==> config.mk <==
export PLATFORM = sky130hd
export DESIGN_NAME = calendar_date_adder
export DESIGN_NICKNAME = d
export VERILOG_FILES = /design/src/design/cda_pkg.sv /design/src/design/cda_datapath.sv /design/src/design/cda_control.sv /design/src/design/calendar_date_adder.sv
export SDC_FILE = /design/constraint.sdc
export NUM_CORES = 1
export LEC_CHECK = 0
export ABC_CLOCK_PERIOD_IN_PS = 7970
export BUFFER_PORTS_ARGS = -buffer_cell sky130_fd_sc_hd__buf_4
export CAP_MARGIN = 10
export CELL_PAD_IN_SITES_DETAIL_PLACEMENT = 1
export CELL_PAD_IN_SITES_GLOBAL_PLACEMENT = 1
export CORE_MARGIN = 5
export CORE_UTILIZATION = 36
export CTS_BUF_LIST = sky130_fd_sc_hd__clkbuf_4
export DETAILED_ROUTE_END_ITERATION = 8
export GPL_TIMING_DRIVEN = 0
export PLACE_DENSITY_LB_ADDON = 0.1
export SYNTH_ARGS = -nofsm -noshare
export SYNTH_HDL_FRONTEND = slang
export SYNTH_SLANG_ARGS = --single-unit
==> constraint.sdc <==
create_clock -name i_clk -period 7.97 [get_ports i_clk]
set_clock_uncertainty 0.1 [all_clocks]
set_input_delay 0.797 -clock i_clk [delete_from_list [all_inputs] [get_ports i_clk]]
set_output_delay 0.797 -clock i_clk [all_outputs]
set_load 0.01 [all_outputs]
==> src/design/cda_pkg.sv <==
// shared types, constants and calendar helpers for the calendar date adder
package cda_pkg;

    localparam logic [1:0] MODE_LOAD   = 2'd0;
    localparam logic [1:0] MODE_DAYS   = 2'd1;
    localparam logic [1:0] MODE_MONTHS = 2'd2;
    localparam logic [1:0] MODE_YEARS  = 2'd3;

    localparam logic [3:0] MONTH_JAN = 4'd0;
    localparam logic [3:0] MONTH_FEB = 4'd1;
    localparam logic [3:0] MONTH_APR = 4'd3;
    localparam logic [3:0] MONTH_JUN = 4'd5;
    localparam logic [3:0] MONTH_SEP = 4'd8;
    localparam logic [3:0] MONTH_NOV = 4'd10;
    localparam logic [3:0] MONTH_DEC = 4'd11;

    localparam logic [4:0] DAYS_SHORT = 5'd28;
    localparam logic [4:0] DAYS_LEAP  = 5'd29;
    localparam logic [4:0] DAYS_MID   = 5'd30;
    localparam logic [4:0] DAYS_LONG  = 5'd31;
    localparam logic [4:0] LAST_DAY_DEC = 5'd30;

    // remainder of the shared divider fits below the largest divisor
    localparam int unsigned REM_BITS = 11;
    localparam logic [REM_BITS:0] FOUR_YEAR_DAYS  = 12'd1461;
    localparam logic [REM_BITS:0] MONTHS_PER_YEAR = 12'd12;

    localparam logic [10:0] RESET_YEAR  = 11'd1985;
    localparam logic [3:0]  RESET_MONTH = MONTH_NOV;
    localparam logic [4:0]  RESET_DAY   = 5'd4;

    typedef struct packed {
        logic [1:0]         mode;
        logic signed [15:0] amount;
        logic [15:0]        load_year;
        logic [3:0]         load_month;
        logic [4:0]         load_day;
    } t_in_item;

    typedef struct packed {
        logic [15:0] cur_year;
        logic [3:0]  cur_month;
        logic [4:0]  cur_day;
        logic        year_saturated;
    } t_out_item;

    typedef struct packed {
        logic cap;
        logic load;
        logic years;
        logic div_init;
        logic div_step;
        logic mon_apply;
        logic day_apply;
        logic walk_step;
    } t_dp_cmd;

    typedef struct packed {
        logic [1:0] mode;
        logic       div_last;
        logic       rem_zero;
    } t_dp_status;

    function automatic logic [4:0] month_len(input logic [1:0] year_lo, input logic [3:0] month);
        logic [4:0] len;
        case (month) inside
            MONTH_FEB: len = (year_lo != 2'd0) ? DAYS_SHORT : DAYS_LEAP;
            MONTH_APR, MONTH_JUN, MONTH_SEP, MONTH_NOV: len = DAYS_MID;
            default: len = DAYS_LONG;
        endcase
        return len;
    endfunction

    function automatic logic [4:0] clamp_day(input logic [4:0] day, input logic [4:0] len);
        return (day > len - 5'd1) ? len - 5'd1 : day;
    endfunction

endpackage

==> src/design/cda_datapath.sv <==
// date registers, reciprocal divider and month walker
module cda_datapath #(
    parameter int YEAR_BITS   = 16,
    parameter int AMOUNT_BITS = 16
) (
    input  logic                  i_clk,
    input  logic                  i_rst_n,
    input  cda_pkg::t_dp_cmd      i_cmd,
    input  cda_pkg::t_in_item     i_item,
    output cda_pkg::t_dp_status   o_status,
    output cda_pkg::t_out_item    o_result
);

    localparam int UW  = AMOUNT_BITS + 1;
    localparam int YRW = (YEAR_BITS > 11) ? YEAR_BITS : 11;
    localparam int WW  = ((YRW > UW) ? YRW : UW) + 3;
    localparam int RW  = cda_pkg::REM_BITS;
    localparam int DW  = UW + RW + 1;
    localparam logic [WW-1:0] YEAR_MAX_W = WW'((64'd1 << YEAR_BITS) - 64'd1);

    // reciprocals scaled by 2^UW and rounded down, so the estimate is low by at most one
    localparam logic [UW-1:0] RECIP_DAYS =
        UW'((65'd1 << UW) / 65'(cda_pkg::FOUR_YEAR_DAYS));
    localparam logic [UW-1:0] RECIP_MONTHS =
        UW'((65'd1 << UW) / 65'(cda_pkg::MONTHS_PER_YEAR));

    localparam logic [1:0] DIV_EST = 2'd0;
    localparam logic [1:0] DIV_SUB = 2'd1;
    localparam logic [1:0] DIV_FIX = 2'd2;

    logic [YRW-1:0]         r_year, n_year;
    logic [3:0]             r_month, n_month;
    logic [4:0]             r_day, n_day;
    logic                   r_sat, n_sat;
    logic [1:0]             r_mode;
    logic [AMOUNT_BITS-1:0] r_amt;
    logic [YRW-1:0]         r_ly;
    logic [3:0]             r_lm;
    logic [4:0]             r_ld;
    logic                   r_neg, n_neg;
    logic [UW-1:0]          r_dnum, n_dnum;
    logic [UW-1:0]          r_dq, n_dq;
    logic [RW:0]            r_ddif, n_ddif;
    logic [RW-1:0]          r_drem, n_drem;
    logic [1:0]             r_dcnt, n_dcnt;
    logic [RW-1:0]          r_rem, n_rem;

    logic [AMOUNT_BITS+15:0] amt_ext;
    logic [YRW+15:0]         ly_ext;
    logic [WW-1:0]           year_w, amt_w, q_w, qf_w, y_sum, ym_w;
    logic [WW+15:0]          yo_ext;
    logic [UW-1:0]           s_div, u_div, recip;
    logic [2*UW-1:0]         prod;
    logic [DW-1:0]           qd_w, dif_w;
    logic [RW:0]             divisor;
    logic                    dif_ge;
    logic                    rem_nz;
    logic [3:0]              m_new, m_prev, lm_sat;
    logic [YRW-1:0]          y_prev;
    logic [4:0]              len_cur, len_prev, rest, ld_day;

    always_comb begin
        amt_ext = {{AMOUNT_BITS{1'b0}}, i_item.amount};
        ly_ext  = {{YRW{1'b0}}, i_item.load_year};
    end

    always_ff @(posedge i_clk) begin
        if (!i_rst_n) begin
            r_year  <= YRW'(cda_pkg::RESET_YEAR);
            r_month <= cda_pkg::RESET_MONTH;
            r_day   <= cda_pkg::RESET_DAY;
            r_sat   <= 1'b0;
        end else begin
            r_year  <= n_year;
            r_month <= n_month;
            r_day   <= n_day;
            r_sat   <= n_sat;
        end
        if (i_cmd.cap) begin
            r_mode <= i_item.mode;
            r_amt  <= amt_ext[AMOUNT_BITS-1:0];
            // load year is cut to the year range, then widened for storage
            r_ly   <= YRW'((ly_ext & {{16{1'b0}}, YRW'(YEAR_MAX_W)}) & {(YRW+16){1'b1}});
            r_lm   <= i_item.load_month;
            r_ld   <= i_item.load_day;
        end
        r_neg  <= n_neg;
        r_dnum <= n_dnum;
        r_dq   <= n_dq;
        r_ddif <= n_ddif;
        r_drem <= n_drem;
        r_dcnt <= n_dcnt;
        r_rem  <= n_rem;
    end

    always_comb begin
        n_year  = r_year;
        n_month = r_month;
        n_day   = r_day;
        n_sat   = r_sat;
        n_neg   = r_neg;
        n_dnum  = r_dnum;
        n_dq    = r_dq;
        n_ddif  = r_ddif;
        n_drem  = r_drem;
        n_dcnt  = r_dcnt;
        n_rem   = r_rem;

        year_w = {{(WW-YRW){1'b0}}, r_year};
        amt_w  = {{(WW-AMOUNT_BITS){r_amt[AMOUNT_BITS-1]}}, r_amt};
        q_w    = {{(WW-UW){1'b0}}, r_dq};
        rem_nz = (r_drem != '0);

        s_div = {r_amt[AMOUNT_BITS-1], r_amt};
        if (r_mode == cda_pkg::MODE_MONTHS) begin
            s_div = s_div + {{(UW-4){1'b0}}, r_month};
        end
        u_div = s_div[UW-1] ? (~s_div + UW'(1)) : s_div;

        divisor = (r_mode == cda_pkg::MODE_DAYS) ? cda_pkg::FOUR_YEAR_DAYS
                                                 : cda_pkg::MONTHS_PER_YEAR;
        recip   = (r_mode == cda_pkg::MODE_DAYS) ? RECIP_DAYS : RECIP_MONTHS;
        prod    = {{UW{1'b0}}, r_dnum} * {{UW{1'b0}}, recip};
        qd_w    = {{(RW+1){1'b0}}, r_dq} * {{UW{1'b0}}, divisor};
        dif_w   = {{(RW+1){1'b0}}, r_dnum} - qd_w;
        dif_ge  = (r_ddif >= divisor);

        len_cur  = cda_pkg::month_len(r_year[1:0], r_month);
        rest     = len_cur - r_day;
        m_prev   = (r_month == cda_pkg::MONTH_JAN) ? cda_pkg::MONTH_DEC : r_month - 4'd1;
        y_prev   = (r_month == cda_pkg::MONTH_JAN) ? r_year - YRW'(1) : r_year;
        len_prev = cda_pkg::month_len(y_prev[1:0], m_prev);

        lm_sat = (r_lm > cda_pkg::MONTH_DEC) ? cda_pkg::MONTH_DEC : r_lm;
        ld_day = (r_ld == 5'd0) ? 5'd0 : r_ld - 5'd1;

        qf_w  = q_w;
        m_new = r_drem[3:0];
        y_sum = year_w;

        if (i_cmd.cap) begin
            n_sat = 1'b0;
        end

        if (i_cmd.load) begin
            n_year  = r_ly;
            n_month = lm_sat;
            n_day   = cda_pkg::clamp_day(ld_day, cda_pkg::month_len(r_ly[1:0], lm_sat));
        end

        if (i_cmd.years) begin
            y_sum = year_w + amt_w;
            if (y_sum[WW-1]) begin
                n_year = '0;
                n_sat  = 1'b1;
            end else if (y_sum > YEAR_MAX_W) begin
                n_year = YRW'(YEAR_MAX_W);
                n_sat  = 1'b1;
            end else begin
                n_year = y_sum[YRW-1:0];
            end
            n_day = cda_pkg::clamp_day(r_day, cda_pkg::month_len(n_year[1:0], r_month));
        end

        if (i_cmd.div_init) begin
            n_neg  = s_div[UW-1];
            n_dnum = u_div;
            n_dcnt = DIV_EST;
        end

        if (i_cmd.div_step) begin
            n_dcnt = r_dcnt + 2'd1;
            case (r_dcnt)
                DIV_EST: begin
                    n_dq = prod[2*UW-1:UW];
                end
                DIV_SUB: begin
                    n_ddif = dif_w[RW:0];
                end
                default: begin
                    // one correction brings the estimate up to the true quotient
                    if (dif_ge) begin
                        n_dq   = r_dq + UW'(1);
                        n_drem = RW'(r_ddif - divisor);
                    end else begin
                        n_drem = r_ddif[RW-1:0];
                    end
                end
            endcase
        end

        if (i_cmd.mon_apply) begin
            // floor division for a negative month count
            if (r_neg) begin
                qf_w  = q_w + WW'(rem_nz);
                m_new = rem_nz ? 4'(cda_pkg::MONTHS_PER_YEAR) - r_drem[3:0] : 4'd0;
                y_sum = year_w - qf_w;
            end else begin
                y_sum = year_w + qf_w;
            end
            if (y_sum[WW-1]) begin
                n_year  = '0;
                n_month = cda_pkg::MONTH_JAN;
                n_sat   = 1'b1;
            end else if (y_sum > YEAR_MAX_W) begin
                n_year  = YRW'(YEAR_MAX_W);
                n_month = cda_pkg::MONTH_DEC;
                n_sat   = 1'b1;
            end else begin
                n_year  = y_sum[YRW-1:0];
                n_month = m_new;
            end
            n_day = cda_pkg::clamp_day(r_day, cda_pkg::month_len(n_year[1:0], n_month));
        end

        if (i_cmd.day_apply) begin
            y_sum = r_neg ? (year_w - (q_w << 2)) : (year_w + (q_w << 2));
            n_rem = r_drem;
            if (r_neg && y_sum[WW-1]) begin
                n_year  = '0;
                n_month = cda_pkg::MONTH_JAN;
                n_day   = 5'd0;
                n_sat   = 1'b1;
                n_rem   = '0;
            end else if (!r_neg && (y_sum > YEAR_MAX_W)) begin
                n_year  = YRW'(YEAR_MAX_W);
                n_month = cda_pkg::MONTH_DEC;
                n_day   = cda_pkg::LAST_DAY_DEC;
                n_sat   = 1'b1;
                n_rem   = '0;
            end else begin
                n_year = y_sum[YRW-1:0];
            end
        end

        if (i_cmd.walk_step) begin
            if (!r_neg) begin
                if (r_rem >= {{(RW-5){1'b0}}, rest}) begin
                    if ((r_month == cda_pkg::MONTH_DEC) && (year_w == YEAR_MAX_W)) begin
                        n_day = cda_pkg::LAST_DAY_DEC;
                        n_sat = 1'b1;
                        n_rem = '0;
                    end else begin
                        n_rem = r_rem - {{(RW-5){1'b0}}, rest};
                        n_day = 5'd0;
                        if (r_month == cda_pkg::MONTH_DEC) begin
                            n_month = cda_pkg::MONTH_JAN;
                            n_year  = r_year + YRW'(1);
                        end else begin
                            n_month = r_month + 4'd1;
                        end
                    end
                end else begin
                    n_day = r_day + r_rem[4:0];
                    n_rem = '0;
                end
            end else begin
                if (r_rem > {{(RW-5){1'b0}}, r_day}) begin
                    if ((r_month == cda_pkg::MONTH_JAN) && (r_year == '0)) begin
                        n_day = 5'd0;
                        n_sat = 1'b1;
                        n_rem = '0;
                    end else begin
                        n_rem   = r_rem - {{(RW-5){1'b0}}, r_day} - RW'(1);
                        n_month = m_prev;
                        n_year  = y_prev;
                        n_day   = len_prev - 5'd1;
                    end
                end else begin
                    n_day = r_day - r_rem[4:0];
                    n_rem = '0;
                end
            end
        end
    end

    always_comb begin
        ym_w   = year_w & YEAR_MAX_W;
        yo_ext = {{16{1'b0}}, ym_w};
        o_result.cur_year       = yo_ext[15:0];
        o_result.cur_month      = r_month;
        o_result.cur_day        = r_day + 5'd1;
        o_result.year_saturated = r_sat;

        o_status.mode     = r_mode;
        o_status.div_last = (r_dcnt == DIV_FIX);
        o_status.rem_zero = (r_rem == '0);
    end

endmodule

==> src/design/cda_control.sv <==
// sequencer that steps the datapath through load, divide, apply and month walk
module cda_control (
    input  logic                  i_clk,
    input  logic                  i_rst_n,
    input  logic                  i_start,
    input  cda_pkg::t_dp_status   i_status,
    output cda_pkg::t_dp_cmd      o_cmd,
    output logic                  o_busy,
    output logic                  o_done
);

    typedef enum logic [2:0] {
        S_IDLE,
        S_DISPATCH,
        S_DIV,
        S_APPLY,
        S_WALK
    } t_state;

    t_state r_state, n_state;
    logic   r_done, n_done;

    always_comb begin
        n_state = r_state;
        n_done  = 1'b0;
        o_cmd   = '0;
        unique case (r_state)
            S_IDLE: begin
                if (i_start) begin
                    o_cmd.cap = 1'b1;
                    n_state   = S_DISPATCH;
                end
            end
            S_DISPATCH: begin
                unique case (i_status.mode)
                    cda_pkg::MODE_LOAD: begin
                        o_cmd.load = 1'b1;
                        n_state    = S_IDLE;
                        n_done     = 1'b1;
                    end
                    cda_pkg::MODE_YEARS: begin
                        o_cmd.years = 1'b1;
                        n_state     = S_IDLE;
                        n_done      = 1'b1;
                    end
                    default: begin
                        o_cmd.div_init = 1'b1;
                        n_state        = S_DIV;
                    end
                endcase
            end
            S_DIV: begin
                o_cmd.div_step = 1'b1;
                if (i_status.div_last) begin
                    n_state = S_APPLY;
                end
            end
            S_APPLY: begin
                if (i_status.mode == cda_pkg::MODE_MONTHS) begin
                    o_cmd.mon_apply = 1'b1;
                    n_state         = S_IDLE;
                    n_done          = 1'b1;
                end else begin
                    o_cmd.day_apply = 1'b1;
                    n_state         = S_WALK;
                end
            end
            S_WALK: begin
                if (i_status.rem_zero) begin
                    n_state = S_IDLE;
                    n_done  = 1'b1;
                end else begin
                    o_cmd.walk_step = 1'b1;
                end
            end
            default: begin
                n_state = S_IDLE;
            end
        endcase
    end

    always_ff @(posedge i_clk) begin
        if (!i_rst_n) begin
            r_state <= S_IDLE;
            r_done  <= 1'b0;
        end else begin
            r_state <= n_state;
            r_done  <= n_done;
        end
    end

    assign o_busy = (r_state != S_IDLE);
    assign o_done = r_done;

endmodule

==> src/design/calendar_date_adder.sv <==
// calendar date adder: holds one date and loads it or adds days, months or years
//
// An item is taken at a clock edge where i_start is high and o_busy is low.
// i_item.mode picks load, add days, add months or add years; i_item.amount is
// the signed count. Every item gives one result on o_result, valid for the
// single cycle in which o_done is high; nothing downstream can stall it.
// o_busy drops in that same cycle, so the next item may be started there.
// Division by 1461 or by 12 is a reciprocal multiply with one correction and
// runs as estimate, subtract and fix steps; the day walk crosses one month per
// step and ends with a final partial step.
// Reset (synchronous, active low) puts the held date at November 5, 1985,
// clears the saturation flag and returns the sequencer to idle.
// The year saturates at 0 and 2^YEAR_BITS-1 and raises year_saturated.
module calendar_date_adder #(
    parameter int YEAR_BITS   = 16,
    parameter int AMOUNT_BITS = 16
) (
    input  logic                i_clk,
    input  logic                i_rst_n,
    input  logic                i_start,
    input  cda_pkg::t_in_item   i_item,
    output logic                o_busy,
    output logic                o_done,
    output cda_pkg::t_out_item  o_result
);

    cda_pkg::t_dp_cmd    cmd;
    cda_pkg::t_dp_status status;

    cda_control u_control (
        .i_clk    (i_clk),
        .i_rst_n  (i_rst_n),
        .i_start  (i_start),
        .i_status (status),
        .o_cmd    (cmd),
        .o_busy   (o_busy),
        .o_done   (o_done)
    );

    cda_datapath #(
        .YEAR_BITS   (YEAR_BITS),
        .AMOUNT_BITS (AMOUNT_BITS)
    ) u_datapath (
        .i_clk    (i_clk),
        .i_rst_n  (i_rst_n),
        .i_cmd    (cmd),
        .i_item   (i_item),
        .o_status (status),
        .o_result (o_result)
    );

endmodule

# Yosys cells after proc, flatten, opt, wreduce, memory -nomap -nowiden

Cells that the tools add are included.

Eq/ne operators: 35
Reductions and logical operators: 32
Multiplexer cells: 130
$mul: 2
Div/mod/pow operators: 0
Add/subtract/negate cells: 29
Order comparisons: 10
Shift operators: 0
Bitwise operators: 3

Operator list:

| cell                                                  | number |
|---|---|
| 2-to-1 mux 16 bit                                     | 21 |
| 2-to-1 mux 11 bit                                     | 11 |
| 2-to-1 mux 5 bit                                      | 23 |
| 2-to-1 mux 4 bit                                      | 19 |
| > comparator 20 x 16 -> 1 bit (second input constant) | 3 |
| 2-to-1 mux 20 bit                                     | 3 |
| 2-to-1 mux 1 bit                                      | 37 |
| == test 4 bit (second input constant)                 | 9 |
| adder 17 x 1 -> 17 bit (second input constant)        | 2 |
| 2-to-1 mux 17 bit                                     | 2 |
| case mux 17 bit (2 select lines)                      | 1 |
| multiplier 17 x 14 -> 31 bit                          | 1 |
| subtractor 5 x 1 -> 5 bit (second input constant)     | 5 |
| subtractor 11 x 5 -> 11 bit                           | 2 |
| adder 16 x 19 -> 20 bit                               | 1 |
| subtractor 16 x 19 -> 20 bit                          | 1 |
| subtractor 16 x 20 -> 20 bit                          | 1 |
| adder 16 x 17 -> 18 bit                               | 1 |
| adder 17 x 1 -> 18 bit                                | 1 |
| adder 17 x 16 -> 18 bit                               | 1 |
| adder 16 x 5 -> 17 bit                                | 1 |
| multiplier 17 x 12 -> 12 bit                          | 1 |
| inverter 17 bit                                       | 1 |
| adder 16 x 1 -> 16 bit (second input constant)        | 1 |
| other kinds (48)                                      | 92 |

Memories: 0
Output and inout bits: 28
Memory bits (writable): 0
Register bits: 144
ROM bits: 0
Word-level logic and storage cells: 261
Latch bits: 0

# Longest topological paths before layout

Depth after elaboration: 22
Mapped depth: 29

# Modules after synthesis

A second synthesis with hierarchy kept.

Cell total of the unflattened synthesis: 2602
Area total of the unflattened synthesis: 22246.3 um^2

Modules (own cells, without submodules):

| module       | seq. area each (um^2) | cells each | area each (um^2) | times used |
|---|---|---|---|---|
| cda_datapath | 3943.8                | 2568       | 21948.6          | 1 |
| cda_control  | 80.1                  | 34         | 297.8            | 1 |

# Least setup slack after synthesis

Ideal clock, no wire load.

Kind: register to register
Start: register u_datapath.r_mode[0]
End: register u_datapath.r_dq[7], data pin
Clock period less this slack: 6.619 ns
Library setup time: 0.268 ns
Buffers on the path: 2
Arrival time: 6.251 ns
Slack: 1.351 ns
Stages on the path, launching flop included: 24
Cell sequence: edfxtp_1 ha_1 inv_1 clkbuf_1 clkbuf_1 nor2_1 ha_1 inv_1 fa_1 fa_1 inv_1 fa_1 fa_1 fa_1 ha_1 a21oi_1 o22ai_1 nor2_1 o211ai_1 a311oi_1 o21ai_0 a41oi_1 xor2_1 mux2i_1

Word-level cells in the longest chain between the ends: 4

RTL lines:

| item                             | line                | text |
|---|---|---|
| start, declared                  | cda_datapath.sv:35  | `logic [1:0] r_mode;` |
| start signal, assigned           | cda_datapath.sv:80  | `r_mode <= i_item.mode;` |
| == test 2 x 1 -> 1 bit           | cda_datapath.sv:122 | `recip = (r_mode == cda_pkg::MODE_DAYS) ? RECIP_DAYS : RECIP_MONTHS;` |
| 2-to-1 mux 14 bit                | cda_datapath.sv:122 |  |
| multiplier 17 x 14 -> 31 bit     | cda_datapath.sv:123 | `prod = {{UW{1'b0}}, r_dnum} * {{UW{1'b0}}, recip};` |
| case mux 17 bit (2 select lines) | cda_datapath.sv:173 | `case (r_dcnt)` |
| end signal, assigned             | cda_datapath.sv:89  | `r_dq <= n_dq;` |
| end, declared                    | cda_datapath.sv:42  | `logic [UW-1:0] r_dq, n_dq;` |

Every way passes these cells.
A chain may end at the register's enable or synchronous reset.

# Worst setup path after layout

Start: register u_datapath.r_mode[1]
End: register u_datapath.r_dq[7], data pin

The elaborated chain is that of the path after synthesis.

==> results.cfg <==
[sta]
hold_violations = 0
worst_pin_slew_ns = 1.09
fmax_ghz = 0.130
final_max_slew_viol_count = 0
holdWs_ns = 0.0857
relSlewSlack_pct = 27.5
setup_viol = 0
rsz0062_at_grt = yes
min_period_ns = 7.71
finalCritPeriodShare_pct = 96.7

[clock_tree]
ctsHtreeMaxLevel = 4
root_buffer = clkbuf_4
cts.sinks = 144
insertion_delay_ns = 0.77
clk_pin_slew_worst_paths_ns = 0.16
cts_buffer_depth = 2
numCtsBuffers = 17
cts_tree = done

[synth]
synthMuxAreaShare_pct = 1.17
synth-seq-area-share_pct = 18.4
syn_avg_cell_area_um2 = 8.50
synth-compound-area-share_pct = 19.3
yosysTopAreaCell = ha_1
synth_ff_type = edfxtp_1
synth_edf_count = 114
synth_adder_area_share_pct = 30.7
synth_seq_cells = 144
yosysWarnings = 0
synth_top_area_share_pct = 19.0
yosysMostFrequentCell = ha_1
synth_cell_types = 93
async_flop_share_pct = 0
synth_xor_area_share_pct = 7.92
syn-cell-area_um2 = 21900
synth_commonest_cells = 332 x ha_1, 297 x inv_1, 199 x nor2_1
synthTopCellsByArea = ha_1 19%, edfxtp_1 16%, fa_1 12%
synth_simple_gate_area_share_pct = 15.1
synth_top_family_by_area = adder cells
syn_inst = 2573

[pwr]
p_leak_nw = 10.5
vdd_drop_max_uv = 200
cellPowerDensity_nw_per_um2 = 227
combPwrFrac_pct = 71.9
p_int_mw = 2.72
seqPwrFrac_pct = 18.9
switching_share_pct = 49.8
p_sw_mw = 2.69
p_clk_share_pct = 9.2
power.total_mw = 5.41

[floorplanning]
die_w_um = 257
core_area_um2 = 60200
dieArea_um2 = 65800
io_pins = 74
start_util_pct = 36.3
die_y_um = 257
rows = 90

[critical_path]
critPathKind = register to register
worstSetupStartpointType = register
slowest_delay_ns = 0.60
cp_slowest_cell = fa_1
crit_fanout = 10
path_buf_inv = 7
required_ns = 8.38
cp-end-kind = register
cp_data_arrival_time_ns = 8.12
critPathTopFamily = adder cells

[drt]
drt-total-wl_um = 83800
vias = 19700
drtIter0Drc = 1251
drt_pass1_iterations = 5
via_per_inst = 5.68
ant_nets = 0
drc = 0
wl_per_cell_um = 24.1

[global_route]
antenna_found_initial = 4
grt_overflow = 0
grt_pass1_wl_um = 127000
grt_pass1_vias = 20800
grt_usage_pct = 25.0
grt_max_degree = 35

[place]
gp_congestion = 0.928
port_buffers = 73
dp.cells = 3435
placed_cell_area_um2 = 23500
dp_hpwl_um = 69600

[run_status]
status = complete, no violations

[finish]
instances_no_fill = 3473
area_delta_synth_final_pct = 8.93
design_area_um2 = 23800
nets = 3180
drive_gt1_share_pct = 7.52
fill_cells = 7167

[min_path]
hp-class = input pin to register

[flow_run]
maxCapViolCount = 0
-- layout by cell type (no fill, tap or decap), types with 20 or more instances in the layout --
cell | synthesis | routed
ha_1 | 332 | 331
inv_1 | 297 | 297
nor2_1 | 199 | 194
a21oi_1 | 173 | 173
nand2_1 | 161 | 160
o21ai_0 | 146 | 145
xnor2_1 | 141 | 141
fa_1 | 128 | 128
edfxtp_1 | 114 | 114
buf_4 | 1 | 77
clkbuf_1 | 82 | 75
nand3_1 | 60 | 60
xor2_1 | 57 | 57
a21o_1 | 51 | 51
nor3_1 | 50 | 50
nor2b_1 | 32 | 32
and2_1 | 31 | 31
dfxtp_1 | 30 | 30
o21a_1 | 28 | 28
a31oi_1 | 28 | 27
buf_2 | 25 | 26
nand2b_1 | 25 | 25
a211oi_1 | 24 | 23
o21bai_1 | 22 | 22
and3_1 | 22 | 22
mux2i_1 | 20 | 20
-- sequential cells by signal, indices dropped and copies added (netlist names) --
signal / cells
u_control.o_done: 1
u_control.r_state: 3
u_datapath.r_amt: 16
u_datapath.r_day: 5
u_datapath.r_dcnt: 2
u_datapath.r_ddif: 12
u_datapath.r_dnum: 17
u_datapath.r_dq: 17
u_datapath.r_drem: 11
u_datapath.r_ld: 5
u_datapath.r_lm: 4
u_datapath.r_ly: 16
u_datapath.r_mode: 2
u_datapath.r_month: 4
u_datapath.r_neg: 1
u_datapath.r_rem: 11
u_datapath.r_sat: 1
u_datapath.r_year: 16
-- area by class of cell --
cell class,instances,area [um2],area share (%)
plain buffers,115,498,2.09
clock buffers,18,135,0.567
diodes,4,10.0,0.0420
well taps,782,978,4.10
inverters,297,1110,4.68
repair buffers,79,611,2.56
multi-input cells,2020,16300,68.5
flip-flops and latches,144,4020,16.9
clock inverters,14,131,0.551
-- metal layers --
metal / wire [um] / track usage [%]
met1: 39500 / 35.2
met2: 37500 / 39.8
met3: 4560 / 4.37
met4: 2250 / 6.87
met5: 0 / 0
-- power by group through the flow --
stage                     registers [mW]  clock network (mW)  logic [mW]
after floorplan                    0.987                   0        2.71
final                               1.02               0.498        3.89
after global routing                1.03               0.544        4.38
after detailed placement            1.04                   0        3.75
after CTS                           1.02               0.517        3.83
after global placement              1.04                   0        3.64
-- metrics by stage --
stage	setup slack (ns)	utilization (%)	setup TNS (ns)
5_1_grt	-0.0232	39.6	-0.0487
3_3_place_gp	-0.860	38.9	-7.63
3_5_place_dp	-0.981	39.0	-8.96
2_1_floorplan	1.35	-	0
4_1_cts	0.00516	39.5	0
6_report	0.261	39.6	0
-- repair_timing --
item | in CTS | in global routing
hold buffers | 0 | 0
pin swaps | 0 | 1
resized for setup | 11 | 10
buffers inserted | 0 | 2
endpoints found under the setup margin | 13 | 26
-- cell families after synthesis --
| kind of cell | after synthesis |
|---|---|
| flip-flops | 144 |
| other | 1 |
| AO/OA/AOI/OAI | 655 |
| buffers and inverters | 412 |
| multiplexers | 25 |
| XOR/XNOR | 198 |
| AND/OR/NAND/NOR | 678 |
| adder cells (fa/ha/maj) | 460 |
-- final timing paths --
kind / endpoint / from / depth (start not counted) / slack [ns]
worst max-delay path: u_datapath.r_dq[7] / u_datapath.r_mode[1] / 25 / 0.26
worst min register to register: u_datapath.r_rem[9] / u_datapath.r_drem[9] / 1 / 0.48
worst max register to register: u_datapath.r_dq[7] / u_datapath.r_mode[1] / 25 / 0.26
worst min-delay path: u_datapath.r_ld[4] / i_item[4] / 1 / 0.09
No activity file was read; power rests on OpenSTA's default activity.
